[src/rtl/core/twcs_pkg.sv]
// Shared types, constants and helpers for the textured wall column stepper.
// No dependencies; every other file in rtl/core imports this package.
package twcs_pkg;

  localparam int MAX_ROWS         = 2048;
  localparam int MAX_TEXTURE_SIDE = 256;

  localparam int DIV_NUM_W = 28;  // screen_height << 16 at most
  localparam int DIV_DEN_W = 24;  // perp_distance width

  localparam logic OP_START   = 1'b0;
  localparam logic OP_ADVANCE = 1'b1;

  localparam logic [1:0] CFG_SCREEN_HEIGHT  = 2'd0;
  localparam logic [1:0] CFG_VIEW_OFFSET    = 2'd1;
  localparam logic [1:0] CFG_TEXTURE_WIDTH  = 2'd2;
  localparam logic [1:0] CFG_TEXTURE_HEIGHT = 2'd3;

  localparam logic [1:0] TEX_SOUTH = 2'd0;
  localparam logic [1:0] TEX_NORTH = 2'd1;
  localparam logic [1:0] TEX_EAST  = 2'd2;
  localparam logic [1:0] TEX_WEST  = 2'd3;

  typedef struct packed {
    logic        opcode;
    logic [11:0] column;
    logic [23:0] perp;
    logic        side;
    logic        dx_neg;
    logic        dx_pos;
    logic        dy_pos;
    logic [15:0] frac;
  } in_item_t;

  typedef struct packed {
    logic [11:0] column;
    logic [10:0] row;
    logic [1:0]  tex;
    logic [7:0]  tx;
    logic [7:0]  ty;
    logic        last;
    logic        none;
  } out_item_t;

  typedef struct packed {
    logic        active;
    logic [10:0] cur_row;
    logic [10:0] end_row;
  } back_status_t;

  typedef enum logic [2:0] {
    ST_IDLE,
    ST_DIV1,
    ST_ROWS,
    ST_DIV2,
    ST_MUL,
    ST_EMIT
  } back_state_t;

  localparam int IN_ITEM_W  = $bits(in_item_t);
  localparam int OUT_ITEM_W = $bits(out_item_t);

  function automatic logic [11:0] clamp_rows(input logic [11:0] v);
    logic [11:0] r;
    r = v;
    if (v == 12'd0) r = 12'd1;
    else if (v > 12'(MAX_ROWS)) r = 12'(MAX_ROWS);
    return r;
  endfunction

  function automatic logic [8:0] clamp_side(input logic [8:0] v);
    logic [8:0] r;
    r = v;
    if (v == 9'd0) r = 9'd1;
    else if (v > 9'(MAX_TEXTURE_SIDE)) r = 9'(MAX_TEXTURE_SIDE);
    return r;
  endfunction

endpackage

[src/rtl/core/twcs_fifo.sv]
// Two-entry item queue with full/empty flags.
// Depends on twcs_pkg for the default item width.
module twcs_fifo #(
  parameter int WIDTH = twcs_pkg::IN_ITEM_W
) (
  input  logic             clk,
  input  logic             rst_n,
  input  logic             push,
  input  logic [WIDTH-1:0] wdata,
  output logic             full,
  input  logic             pop,
  output logic [WIDTH-1:0] rdata,
  output logic             empty
);
  import twcs_pkg::*;

  logic [WIDTH-1:0] mem_r [2];
  logic             wr_ptr_r, rd_ptr_r;
  logic [1:0]       count_r;
  logic             do_push, do_pop;

  assign full    = (count_r == 2'd2);
  assign empty   = (count_r == 2'd0);
  assign do_push = push && !full;
  assign do_pop  = pop && !empty;
  assign rdata   = mem_r[rd_ptr_r];

  always_ff @(posedge clk) begin
    if (do_push) mem_r[wr_ptr_r] <= wdata;
  end

  always_ff @(posedge clk) begin
    if (!rst_n) begin
      wr_ptr_r <= 1'b0;
      rd_ptr_r <= 1'b0;
      count_r  <= 2'd0;
    end else begin
      if (do_push) wr_ptr_r <= !wr_ptr_r;
      if (do_pop)  rd_ptr_r <= !rd_ptr_r;
      if (do_push && !do_pop)      count_r <= count_r + 2'd1;
      else if (do_pop && !do_push) count_r <= count_r - 2'd1;
    end
  end

endmodule

[src/rtl/core/twcs_div.sv]
// Restoring divider, one quotient bit per cycle, shared by both column divisions.
// Depends on twcs_pkg for operand widths.
module twcs_div (
  input  logic                           clk,
  input  logic                           rst_n,
  input  logic                           start,
  input  logic [twcs_pkg::DIV_NUM_W-1:0] num,
  input  logic [twcs_pkg::DIV_DEN_W-1:0] den,
  output logic                           done,
  output logic [twcs_pkg::DIV_NUM_W-1:0] quot
);
  import twcs_pkg::*;

  localparam int CNT_W = $clog2(DIV_NUM_W);

  logic                 busy_r, done_r;
  logic [CNT_W-1:0]     cnt_r;
  logic [DIV_DEN_W-1:0] rem_r, den_r;
  logic [DIV_NUM_W-1:0] q_r;
  logic [DIV_DEN_W:0]   shifted, trial;
  logic                 ge;

  assign shifted = {rem_r, q_r[DIV_NUM_W-1]};
  assign ge      = (shifted >= {1'b0, den_r});
  assign trial   = ge ? (shifted - {1'b0, den_r}) : shifted;
  assign done    = done_r;
  assign quot    = q_r;

  always_ff @(posedge clk) begin
    if (start) begin
      q_r   <= num;
      den_r <= den;
      rem_r <= '0;
      cnt_r <= '0;
    end else if (busy_r) begin
      q_r   <= {q_r[DIV_NUM_W-2:0], ge};
      rem_r <= trial[DIV_DEN_W-1:0];
      cnt_r <= cnt_r + CNT_W'(1);
    end
  end

  always_ff @(posedge clk) begin
    if (!rst_n) begin
      busy_r <= 1'b0;
      done_r <= 1'b0;
    end else begin
      done_r <= 1'b0;
      if (start) begin
        busy_r <= 1'b1;
      end else if (busy_r && cnt_r == CNT_W'(DIV_NUM_W - 1)) begin
        busy_r <= 1'b0;
        done_r <= 1'b1;
      end
    end
  end

endmodule

[src/rtl/core/twcs_back.sv]
// Back end: runs start items through the column setup, steps on advance items and emits pixel items.
// Depends on twcs_pkg and twcs_div.
module twcs_back (
  input  logic                    clk,
  input  logic                    rst_n,
  input  twcs_pkg::in_item_t      in_item,
  input  logic                    in_empty,
  output logic                    in_pop,
  input  logic                    out_full,
  output logic                    out_push,
  output twcs_pkg::out_item_t     out_item,
  input  logic [11:0]             screen_height,
  input  logic signed [11:0]      view_offset,
  input  logic [8:0]              texture_width,
  input  logic [8:0]              texture_height,
  output twcs_pkg::back_status_t  status
);
  import twcs_pkg::*;

  back_state_t state_r, state_nxt;
  in_item_t    item_r, item_nxt;
  logic [11:0] h_r, h_nxt;
  logic [8:0]  tw_r, tw_nxt, th_r, th_nxt;
  logic [15:0] lh_r, lh_nxt, offs_r, offs_nxt;
  logic [24:0] step_r, step_nxt;
  logic [47:0] pos_r, pos_nxt;
  logic [10:0] cur_r, cur_nxt, end_r, end_nxt;
  logic        active_r, active_nxt;
  logic [11:0] held_col_r, held_col_nxt;
  logic [1:0]  held_tex_r, held_tex_nxt;
  logic [7:0]  held_tx_r, held_tx_nxt;

  logic                 div_start, div_done;
  logic [DIV_NUM_W-1:0] div_num, div_quot;
  logic [DIV_DEN_W-1:0] div_den;

  logic [11:0] h_cl;
  logic [8:0]  tw_cl, th_cl, th_m1;
  logic [7:0]  ty;
  logic        last;
  out_item_t   pix_item;

  logic signed [17:0] centre, half, first_raw, first_s, last_raw, last_s, h_s, offs_s;
  logic               empty_col;
  logic [24:0]        fx_prod;
  logic [7:0]         tx_raw, tx;
  logic               mirror;
  logic [1:0]         tex;

  twcs_div u_div (
    .clk   (clk),
    .rst_n (rst_n),
    .start (div_start),
    .num   (div_num),
    .den   (div_den),
    .done  (div_done),
    .quot  (div_quot)
  );

  assign h_cl  = clamp_rows(screen_height);
  assign tw_cl = clamp_side(texture_width);
  assign th_cl = clamp_side(texture_height);
  assign th_m1 = th_cl - 9'd1;

  // current pixel from held column state
  assign ty   = (pos_r[47:16] > {24'd0, th_m1[7:0]}) ? th_m1[7:0] : pos_r[23:16];
  assign last = ({1'b0, cur_r} + 12'd1) >= {1'b0, end_r};
  always_comb begin
    pix_item.column = held_col_r;
    pix_item.row    = cur_r;
    pix_item.tex    = held_tex_r;
    pix_item.tx     = held_tx_r;
    pix_item.ty     = ty;
    pix_item.last   = last;
    pix_item.none   = 1'b0;
  end

  // row span of a new column
  assign centre    = $signed({7'd0, h_r[11:1]}) + $signed({{6{view_offset[11]}}, view_offset});
  assign half      = $signed({3'd0, lh_r[15:1]});
  assign h_s       = $signed({6'd0, h_r});
  assign first_raw = centre - half;
  assign first_s   = first_raw[17] ? 18'sd0 : first_raw;
  assign last_raw  = centre + half;
  assign last_s    = (last_raw >= h_s) ? (h_s - 18'sd1) : last_raw;
  assign empty_col = (first_s >= last_s);
  assign offs_s    = first_s - centre + half;

  // texture column and face
  assign fx_prod = {9'd0, item_r.frac} * {16'd0, tw_r};
  assign tx_raw  = fx_prod[23:16];
  assign mirror  = (!item_r.side && item_r.dx_neg) || (item_r.side && item_r.dy_pos);
  assign tx      = mirror ? 8'(tw_r - {1'b0, tx_raw} - 9'd1) : tx_raw;
  assign tex     = item_r.side ? (item_r.dy_pos ? TEX_SOUTH : TEX_NORTH)
                               : (item_r.dx_pos ? TEX_EAST : TEX_WEST);

  assign status.active  = active_r;
  assign status.cur_row = cur_r;
  assign status.end_row = end_r;

  always_comb begin
    state_nxt    = state_r;
    item_nxt     = item_r;
    h_nxt        = h_r;
    tw_nxt       = tw_r;
    th_nxt       = th_r;
    lh_nxt       = lh_r;
    offs_nxt     = offs_r;
    step_nxt     = step_r;
    pos_nxt      = pos_r;
    cur_nxt      = cur_r;
    end_nxt      = end_r;
    active_nxt   = active_r;
    held_col_nxt = held_col_r;
    held_tex_nxt = held_tex_r;
    held_tx_nxt  = held_tx_r;
    in_pop       = 1'b0;
    out_push     = 1'b0;
    out_item     = pix_item;
    div_start    = 1'b0;
    div_num      = {h_cl, 16'd0};
    div_den      = in_item.perp;

    unique case (state_r)
      ST_IDLE: begin
        if (!in_empty && !out_full) begin
          in_pop = 1'b1;
          if (in_item.opcode == OP_ADVANCE) begin
            out_push = 1'b1;
            if (active_r) begin
              cur_nxt = cur_r + 11'd1;
              pos_nxt = pos_r + {23'd0, step_r};
              if (last) active_nxt = 1'b0;
            end else begin
              out_item        = '0;
              out_item.column = held_col_r;
              out_item.none   = 1'b1;
            end
          end else begin
            item_nxt     = in_item;
            held_col_nxt = in_item.column;
            active_nxt   = 1'b0;
            h_nxt        = h_cl;
            tw_nxt       = tw_cl;
            th_nxt       = th_cl;
            div_start    = 1'b1;
            state_nxt    = ST_DIV1;
          end
        end
      end
      ST_DIV1: begin
        if (div_done) begin
          // zero distance or quotient over 16 bits saturates
          lh_nxt = (item_r.perp == 24'd0 || div_quot[27:16] != 12'd0) ? 16'hFFFF
                                                                        : div_quot[15:0];
          state_nxt = ST_ROWS;
        end
      end
      ST_ROWS: begin
        if (empty_col) begin
          if (!out_full) begin
            out_push        = 1'b1;
            out_item        = '0;
            out_item.column = item_r.column;
            out_item.none   = 1'b1;
            state_nxt       = ST_IDLE;
          end
        end else begin
          cur_nxt      = first_s[10:0];
          end_nxt      = last_s[10:0];
          offs_nxt     = offs_s[15:0];
          held_tex_nxt = tex;
          held_tx_nxt  = tx;
          div_start    = 1'b1;
          div_num      = {3'd0, th_r, 16'd0};
          div_den      = {8'd0, lh_r};
          state_nxt    = ST_DIV2;
        end
      end
      ST_DIV2: begin
        if (div_done) begin
          step_nxt  = div_quot[24:0];
          state_nxt = ST_MUL;
        end
      end
      ST_MUL: begin
        pos_nxt    = {32'd0, offs_r} * {23'd0, step_r};
        active_nxt = 1'b1;
        state_nxt  = ST_EMIT;
      end
      ST_EMIT: begin
        if (!out_full) begin
          out_push  = 1'b1;
          cur_nxt   = cur_r + 11'd1;
          pos_nxt   = pos_r + {23'd0, step_r};
          if (last) active_nxt = 1'b0;
          state_nxt = ST_IDLE;
        end
      end
      default: state_nxt = ST_IDLE;
    endcase
  end

  always_ff @(posedge clk) begin
    if (!rst_n) begin
      state_r    <= ST_IDLE;
      active_r   <= 1'b0;
      held_col_r <= 12'd0;
      cur_r      <= 11'd0;
      end_r      <= 11'd0;
    end else begin
      state_r    <= state_nxt;
      active_r   <= active_nxt;
      held_col_r <= held_col_nxt;
      cur_r      <= cur_nxt;
      end_r      <= end_nxt;
    end
  end

  always_ff @(posedge clk) begin
    item_r     <= item_nxt;
    h_r        <= h_nxt;
    tw_r       <= tw_nxt;
    th_r       <= th_nxt;
    lh_r       <= lh_nxt;
    offs_r     <= offs_nxt;
    step_r     <= step_nxt;
    pos_r      <= pos_nxt;
    held_tex_r <= held_tex_nxt;
    held_tx_r  <= held_tx_nxt;
  end

endmodule

[src/rtl/core/textured_wall_column_stepper.sv]
// Textured wall column stepper: the back end steps an active column on each advance
// item; a start item runs two passes of the shared serial divider (one pass when the
// column turns out empty).
// Input and result queues are two items deep, so input is taken while results wait.
// Reset (rst_n low, synchronous) empties both queues, drops any active column and
// restores screen_height 480, view_offset 0, texture size 64 x 64.
module textured_wall_column_stepper (
  input  logic               clk,
  input  logic               rst_n,
  // input queue side
  input  logic               in_push,
  output logic               in_full,
  input  logic               in_opcode,
  input  logic [11:0]        in_screen_column,
  input  logic [23:0]        in_perp_distance,
  input  logic               in_hit_side,
  input  logic signed [15:0] in_ray_dir_x,
  input  logic signed [15:0] in_ray_dir_y,
  input  logic [15:0]        in_wall_fraction,
  // result queue side
  output logic               out_empty,
  input  logic               out_pop,
  output logic [11:0]        out_column,
  output logic [10:0]        out_row,
  output logic [1:0]         out_texture_select,
  output logic [7:0]         out_texel_x,
  output logic [7:0]         out_texel_y,
  output logic               out_last_row,
  output logic               out_no_pixel,
  // configuration writes
  input  logic               cfg_valid,
  output logic               cfg_ready,
  input  logic [1:0]         cfg_index,
  input  logic [11:0]        cfg_data
);
  import twcs_pkg::*;

  logic [11:0]        screen_height_r;
  logic signed [11:0] view_offset_r;
  logic [8:0]         texture_width_r, texture_height_r;

  in_item_t     in_wr, in_rd;
  logic         in_empty, in_pop;
  out_item_t    res_wr, res_rd;
  logic         res_full, res_push;
  back_status_t bk_status;

  // config regs are always writable; the host must write them only with no item in flight; the block never checks
  assign cfg_ready = 1'b1;

  always_ff @(posedge clk) begin
    if (!rst_n) begin
      screen_height_r  <= 12'd480;
      view_offset_r    <= 12'sd0;
      texture_width_r  <= 9'd64;
      texture_height_r <= 9'd64;
    end else if (cfg_valid && cfg_ready) begin
      unique case (cfg_index)
        CFG_SCREEN_HEIGHT:  screen_height_r  <= cfg_data;
        CFG_VIEW_OFFSET:    view_offset_r    <= $signed(cfg_data);
        CFG_TEXTURE_WIDTH:  texture_width_r  <= cfg_data[8:0];
        CFG_TEXTURE_HEIGHT: texture_height_r <= cfg_data[8:0];
        default: ;
      endcase
    end
  end

  // front: only the direction signs travel on
  always_comb begin
    in_wr.opcode = in_opcode;
    in_wr.column = in_screen_column;
    in_wr.perp   = in_perp_distance;
    in_wr.side   = in_hit_side;
    in_wr.dx_neg = in_ray_dir_x[15];
    in_wr.dx_pos = !in_ray_dir_x[15] && (in_ray_dir_x != 16'sd0);
    in_wr.dy_pos = !in_ray_dir_y[15] && (in_ray_dir_y != 16'sd0);
    in_wr.frac   = in_wall_fraction;
  end

  twcs_fifo #(.WIDTH(IN_ITEM_W)) u_in_q (
    .clk   (clk),
    .rst_n (rst_n),
    .push  (in_push),
    .wdata (in_wr),
    .full  (in_full),
    .pop   (in_pop),
    .rdata (in_rd),
    .empty (in_empty)
  );

  twcs_back u_back (
    .clk            (clk),
    .rst_n          (rst_n),
    .in_item        (in_rd),
    .in_empty       (in_empty),
    .in_pop         (in_pop),
    .out_full       (res_full),
    .out_push       (res_push),
    .out_item       (res_wr),
    .screen_height  (screen_height_r),
    .view_offset    (view_offset_r),
    .texture_width  (texture_width_r),
    .texture_height (texture_height_r),
    .status         (bk_status)
  );

  twcs_fifo #(.WIDTH(OUT_ITEM_W)) u_out_q (
    .clk   (clk),
    .rst_n (rst_n),
    .push  (res_push),
    .wdata (res_wr),
    .full  (res_full),
    .pop   (out_pop),
    .rdata (res_rd),
    .empty (out_empty)
  );

  assign out_column         = res_rd.column;
  assign out_row            = res_rd.row;
  assign out_texture_select = res_rd.tex;
  assign out_texel_x        = res_rd.tx;
  assign out_texel_y        = res_rd.ty;
  assign out_last_row       = res_rd.last;
  assign out_no_pixel       = res_rd.none;

  // back end never drops a result into a full queue
  a_no_res_overflow: assert property (@(posedge clk) disable iff (!rst_n)
    res_push |-> !res_full) else $error("result pushed into full queue");

  // back end never takes from an empty input queue
  a_no_in_underflow: assert property (@(posedge clk) disable iff (!rst_n)
    in_pop |-> !in_empty) else $error("input popped from empty queue");

  // an active column always has a row left to draw
  a_active_rows: assert property (@(posedge clk) disable iff (!rst_n)
    bk_status.active |-> (bk_status.cur_row < bk_status.end_row))
    else $error("active column with no rows left");

endmodule

[config.mk]
export PLATFORM = sky130hd
export DESIGN_NAME = textured_wall_column_stepper
export DESIGN_NICKNAME = d
export VERILOG_FILES = /design/src/rtl/core/twcs_pkg.sv /design/src/rtl/core/twcs_fifo.sv /design/src/rtl/core/twcs_div.sv /design/src/rtl/core/twcs_back.sv /design/src/rtl/core/textured_wall_column_stepper.sv
export SDC_FILE = /design/constraint.sdc
export NUM_CORES = 2
export LEC_CHECK = 0
export ABC_AREA = 1
export ABC_CLOCK_PERIOD_IN_PS = 7400
export BUFFER_PORTS_ARGS = -buffer_cell sky130_fd_sc_hd__buf_2
export CAP_MARGIN = 5
export CELL_PAD_IN_SITES_DETAIL_PLACEMENT = 1
export CELL_PAD_IN_SITES_GLOBAL_PLACEMENT = 1
export CORE_AREA = 10 10 337 339
export DETAILED_ROUTE_END_ITERATION = 10
export DIE_AREA = 0 0 347 349
export GPL_TIMING_DRIVEN = 0
export PLACE_DENSITY = 0.9
export SLEW_MARGIN = 20
export SYNTH_ARGS = -nofsm -noshare
export SYNTH_HDL_FRONTEND = slang
export SYNTH_SLANG_ARGS = --single-unit
[constraint.sdc]
create_clock -name clk -period 7.4 [get_ports clk]
set_input_delay 1.48 -clock clk [delete_from_list [all_inputs] [get_ports clk]]
set_output_delay 1.48 -clock clk [all_outputs]
set_load 0.02 [all_outputs]
After elaboration in Yosys (flattened, before gate mapping)

Memories as Yosys holds them, arrays and structs flattened. A register that Yosys moved wholly into a read port is not among the register bits.
Cells that the tools add are included.

Add/sub/neg operators: 18
$mul: 2
Order comparisons: 8
Eq/ne operators: 20
Mux-type cells: 76
Bitwise operators: 3
Reductions and logical operators: 62

Operators with widths:

| cell                                         | count |
|---|---|
| two-way mux 48 bit                           | 4 |
| one-hot mux 48 bit (3 select lines)          | 1 |
| two-way mux 28 bit                           | 4 |
| two-way mux 31 bit                           | 3 |
| two-way mux 43 bit                           | 2 |
| one-hot mux 43 bit (2 select lines)          | 1 |
| two-way mux 24 bit                           | 3 |
| two-way mux 11 bit                           | 5 |
| adder 48 x 25 -> 48 bit                      | 1 |
| multiplier 16 x 25 -> 41 bit                 | 1 |
| one-hot mux 11 bit (3 select lines)          | 1 |
| > comparator 32 x 8 -> 1 bit                 | 1 |
| nonzero test 16 bit                          | 2 |
| two-way mux 1 bit                            | 28 |
| two-way mux 9 bit                            | 3 |
| greater-or-equal comparator 25 x 24 -> 1 bit | 1 |
| logical NOT 24 bit                           | 1 |
| multiplier 16 x 9 -> 24 bit                  | 1 |
| two-way mux 12 bit                           | 2 |
| subtractor 24 bit                            | 1 |
| greater-or-equal comparator 18 x 13 -> 1 bit | 1 |
| greater-or-equal comparator 18 bit           | 1 |
| > comparator 9 bit (second input constant)   | 2 |
| logical NOT 9 bit                            | 2 |
| 47 further kinds                             | 117 |

Bits in registers: 372
Memory bits (writable): 200
Output and inout bits: 46
Logic and storage cells: 229
Memories: 2

Memories:

| memory        | depth | width | read ports | clocked after Yosys merged registers in | write ports | RTL line        | text |
|---|---|---|---|---|---|---|---|
| u_in_q.mem_r  | 2     | 57    | 1          | 1                                       | 1           | twcs_fifo.sv:17 | `logic [WIDTH-1:0] mem_r [2];` |
| u_out_q.mem_r | 2     | 43    | 1          | 1                                       | 1           | twcs_fifo.sv:17 |  |

Longest topological paths before layout

Depth after elaboration: 12
Gate-level depth with buffers: 51

Cells and area by module

From an unflattened synthesis, not the netlist that was laid out.

Cell total of the unflattened synthesis: 5826
Area total of the unflattened synthesis: 49294.8 um^2

Modules (own cells, without submodules):

| module                       | instances | cells an instance | area each (um^2) | sequential area each (um^2) |
|---|---|---|---|---|
| twcs_back                    | 1         | 4484              | 34386.7          | 6796.5 |
| twcs_div                     | 1         | 735               | 5250.0           | 2182.1 |
| twcs_fifo at u_in_q          | 1         | 215               | 4474.3           | 3523.4 |
| twcs_fifo at u_out_q         | 1         | 172               | 3553.4           | 2682.6 |
| textured_wall_column_stepper | 1         | 220               | 1630.3           | 840.8 |

Worst setup path before layout

Ideal clock, no wire load.

Path type: register -> register
Start: register u_back.h_r[1]
End: memory u_out_q.mem_r[0][0] in the netlist's numbering (enable)
Setup time: 0.469 ns
Arrival time: 7.301 ns
Data required time: 6.931 ns
Path slack: -0.371 ns
Cell stages (with the launch flop): 44
Buffers on the path: 0
Cell sequence: edfxtp_1 > ha_1 > inv_1 > fa_1 > o21ai_1 > nand2_1 > nand3_1 > xor2_1 > inv_1 > ha_1 > inv_1 > nand2_1 > nand2_1 > nand2_1 > nand2_1 > a31oi_1 > xor2_1 > ha_1 > (+8 left out) > nor2_2 > inv_2 > nand2_1 > o21ai_0 > inv_1 > ha_1 > nand2_1 > nor2_1 > nand4_1 > nand4_1 > nand2_1 > nand2_1 > nand2_1 > nand2_1 > nor2_1 > nand2_1 > nand3_1 > a31oi_1

Word-level cells in the longest chain between the ends: 10

RTL lines:

| element                                      | RTL line         | text |
|---|---|---|
| from (decl)                                  | twcs_back.sv:22  | `logic [11:0] h_r, h_nxt;` |
| from (signal assigned)                       | twcs_back.sv:222 | `h_r <= h_nxt;` |
| adder 12 x 12 -> 13 bit                      | twcs_back.sv:79  | `assign centre = $signed({7'd0, h_r[11:1]}) + $signed({{6{view_offset[11]}}, view_offset});` |
| adder 13 x 16 -> 17 bit                      | twcs_back.sv:84  | `assign last_raw = centre + half;` |
| greater-or-equal comparator 18 x 13 -> 1 bit | twcs_back.sv:85  | `assign last_s = (last_raw >= h_s) ? (h_s - 18'sd1) : last_raw;` |
| two-way mux 18 bit                           | twcs_back.sv:85  |  |
| greater-or-equal comparator 18 bit *         | twcs_back.sv:86  | `assign empty_col = (first_s >= last_s);` |
| two-way mux 1 bit *                          | twcs_back.sv:160 | `if (empty_col) begin` |
| one-hot mux 1 bit (3 select lines) *         | twcs_back.sv:124 | `unique case (state_r)` |
| logical AND 1 bit *                          | twcs_fifo.sv:24  | `assign do_push = push && !full;` |
| two-way mux 1 bit *                          | twcs_fifo.sv:29  | `if (do_push) mem_r[wr_ptr_r] <= wdata;` |
| two-way mux 1 bit (implied by the code) *    | twcs_fifo.sv:29  |  |
| to (decl)                                    | twcs_fifo.sv:17  |  |

Every way passes the cells marked *; elsewhere a longest branch is shown, timed or not.

==> metrics.md <==
| Metric | Value |
|---|---|
| Synth top cells by count | nand2_1, inv_1, edfxtp_1, fa_1, nor2_1 |
| Antenna violations before repair | 7 |
| CTS root buf | clkbuf_16 |
| Total gr overflow | 0 |
| Filler Cell Count | 12,500 |
| Post-Syn Area per Cell | 8.69 sq um |
| Reg-to-Reg End | u_out_q.mem_r[0][38] |
| DR iter-0 viols | 4,717 |
| Crit path required time | 7.82 ns |
| Critical path type | reg -> reg |
| Slew Viols, Final | 0 |
| Final antenna-violating net count | 0 |
| Die Area | 0.121 sq mm |
| WP data arrival | 8.47 ns |
| Period utilisation layout | 109% |
| Post-synthesis instance total | roughly 5,500 |
| CTS Buf Count | 57 |
| Fmax | 0.124 GHz |
| Layout Nets | between 6,000 and 7,000 |
| Max Buffers Root-to-Sink | 3 |
| Slew @ Worst Pin | 1.16 ns |
| First-pass GRT wire length | around 270,000 microns |
| Skew-Pair Late Insertion Delay | roughly 0.7 ns |
| Most frequent cell on the critical path | nand2_1 |
| Synth Flop Type | edfxtp_1 |
| Status | complete, but fails checks |
| CTS tree | yes |
| Clk_skew | between 0.07 and 0.08 ns |
| Synth top area cells | edfxtp_1, fa_1, nand2_1 |
| Final WS setup | -0.643 ns |
| PortBufs | 148 |
| Post-CTS Hold Buffers | 0 |
| Register area share after synthesis | 33.6% |
| CP endpoint kind | register |
| Worst slew margin | between 20% and 30% |
| Largest net degree at the start of global routing | 38 |
| Final hold violation count | 0 |
| Worst reg2reg path depth | 42 |
| Drt pass-1 iters | 6 |
| Overall global routing resource usage | 29.1% |
| H-tree level count | 2 |
| Most frequent cell after synthesis | nand2_1 |
| Syn Nets | 6,357 |
| Die width | 347 microns |
| R2R Path Start | u_back.h_r[6] |
| Row cnt | 120 |
| Avg WL per Cell | 27.2 microns |
| Vias/cell | roughly 6.0 |
| Die Ht | 349 microns |
| Hold path startpoint | u_back.u_div.quot[2] |
| Core area | 0.107 sq mm |
| DRC violations left | 0 |
| Post-synthesis cell type count | 62 |
| Setup crit start kind | register |
| Routability congestion estimate | roughly 0.97 |
| Crit path to | u_out_q.mem_r[0][38] |
| Max stage delay on crit path | 0.57 ns |
| # clock sinks | approximately 570 |
| Crit-path max FO | 10 |
| Synth async-reset ratio | 0% |
| Max-Cap Viols | 0 |
| Leading area contributor after synthesis | edfxtp_1 |
| Setup crit start | u_back.h_r[6] |
| Synthesized flop and latch total | roughly 570 |
| Fin crit period | ~8.0 ns |
| Initial core utilization | ~45% |
| R2r setup slk | -0.64 ns |
| Clk slew on worst S/H paths | 0.08 ns |
| Yosys top cell area share | 28.5% |
| Post-Route WL | 197,000 microns |
| Hold crit path type | reg -> reg |
| Final setup violation count | 362 |
| Area grow syn2layout | 12.9% |
| Slowest cell on crit path | edfxtp_1 |
| Via count | between 40,000 and 50,000 |
| Mapped Area | 0.0477 sq mm |
| # IOs | 151 |
| EDFF count, synth | 453 |
| Post-DP HPWL | 133,000 microns |
| Vias in the first global route | about 46,000 |
| Setup_tns | -171.99 ns |
| Yosys Warn Count | 0 |
| Failing checks | negative setup slack |
| Share of layout cells above drive strength 1 | between 10% and 20% |
-- layout by cell type, fill, tap and decap left out, types with 73 or more instances in the layout --
master / count
nand3_1: 128
edfxtp_1: 453
dfxtp_1: 120
buf_2: 166
nand2_1: 1181
mux2_2: 101
buf_4: 73
inv_1: 1055
o21ai_0: 271
a21oi_1: 299
clkbuf_1: 101
nor2_1: 370
ha_1: 309
fa_1: 434
-- worst min-delay path by stage --
stage / to / slack [ns] / cells past startpoint
after floorplan: u_back.held_col_r[0] / 0.42 / 2
after global placement: u_back.step_r[10] / 0.44 / 0
after detailed placement: u_back.step_r[7] / 0.45 / 0
after CTS: u_back.step_r[2] / 0.46 / 0
after global routing: u_back.step_r[1] / 0.47 / 0
final: u_back.step_r[2] / 0.46 / 0
-- per-layer routing --
metal  track usage, %  up-vias  routed length [microns]
met1             33.7    21600                    69600
met5                0        -                       74
met4             16.8       10                    15600
met2             50.2     2908                    93200
met3             5.35     1066                    18300
li1                 -    18000                        -
-- repair_timing --
action,in CTS,in global routing
setup buffers,20,52
gates cloned,0,5
endpoints found under the setup margin,374,386
pin swaps,7,26
resized for setup,51,252
endpoints found under the hold margin,0,0
-- critical path: cells and delay by family (launching register included) --
kind / cells / cell delay (ns)
DFF: 1 / 0.57
AOI/OAI and AO/OA: 7 / 1.68
xor gates and xnor gates: 1 / 0.29
and+or+nand+nor: 23 / 2.90
adders and majority gates: 3 / 1.06
buffers and inverters: 8 / 1.25
-- flip-flops by register name, summed over array words and instances, names as in the netlist, 16 cells and up, named ones only --
name / count
u_in_q.mem_r: 114
u_back.offs_r: 16
u_back.pos_r: 48
u_back.u_div.quot: 28
u_out_q.mem_r: 86
u_back.item_r: 56
u_back.u_div.rem_r: 24
u_back.u_div.den_r: 24
u_back.step_r: 25
u_back.lh_r: 16
-- cell families (layout without fill, tap and decap cells) --
family | after synthesis | after routing | synth area share (%)
adders and majority gates | 759 | 759 | 26.7
muxes | 101 | 101 | 2.38
AOI/OAI and AO/OA | 746 | 746 | 8.59
buffers and inverters | 1294 | 1624 | 10.3
DFF | 574 | 574 | 33.6
and+or+nand+nor | 1908 | 1910 | 16.3
other | 1 | 3 | 0.00786
xor gates and xnor gates | 110 | 110 | 2.06
-- area by class of cell --
cell class              instances  area, sq um  area share, %
diodes                          2         5.00        0.00928
plain buffers                 195          966           1.79
clock buffers                  70         1510           2.79
clock inverters                38          495          0.919
inverters                    1078         4070           7.56
multi-input cells            3627        27400           50.9
flip-flops and latches        574        16000           29.7
well taps                    1403         1760           3.26
repair buffers                241         1650           3.06
repair inverters                2         12.5         0.0232
-- stage by stage --
step           setup WS (ns)  hold WS, ns  util [%]  cells  cell area (sq um)
2_1_floorplan          0.557        0.425         -   5493              47700
3_3_place_gp           -1.70        0.436      47.1   7044              50200
3_5_place_dp           -1.22        0.446      47.4   7064              50600
4_1_cts              0.00116        0.457      49.6   7184              52900
5_1_grt               -0.632        0.469      50.6   7230              53900
6_report              -0.643        0.459      50.6   7230              53900
Power is not shown: default switching activity piles up to over one toggle a cycle in this logic, so the estimate is an artifact.
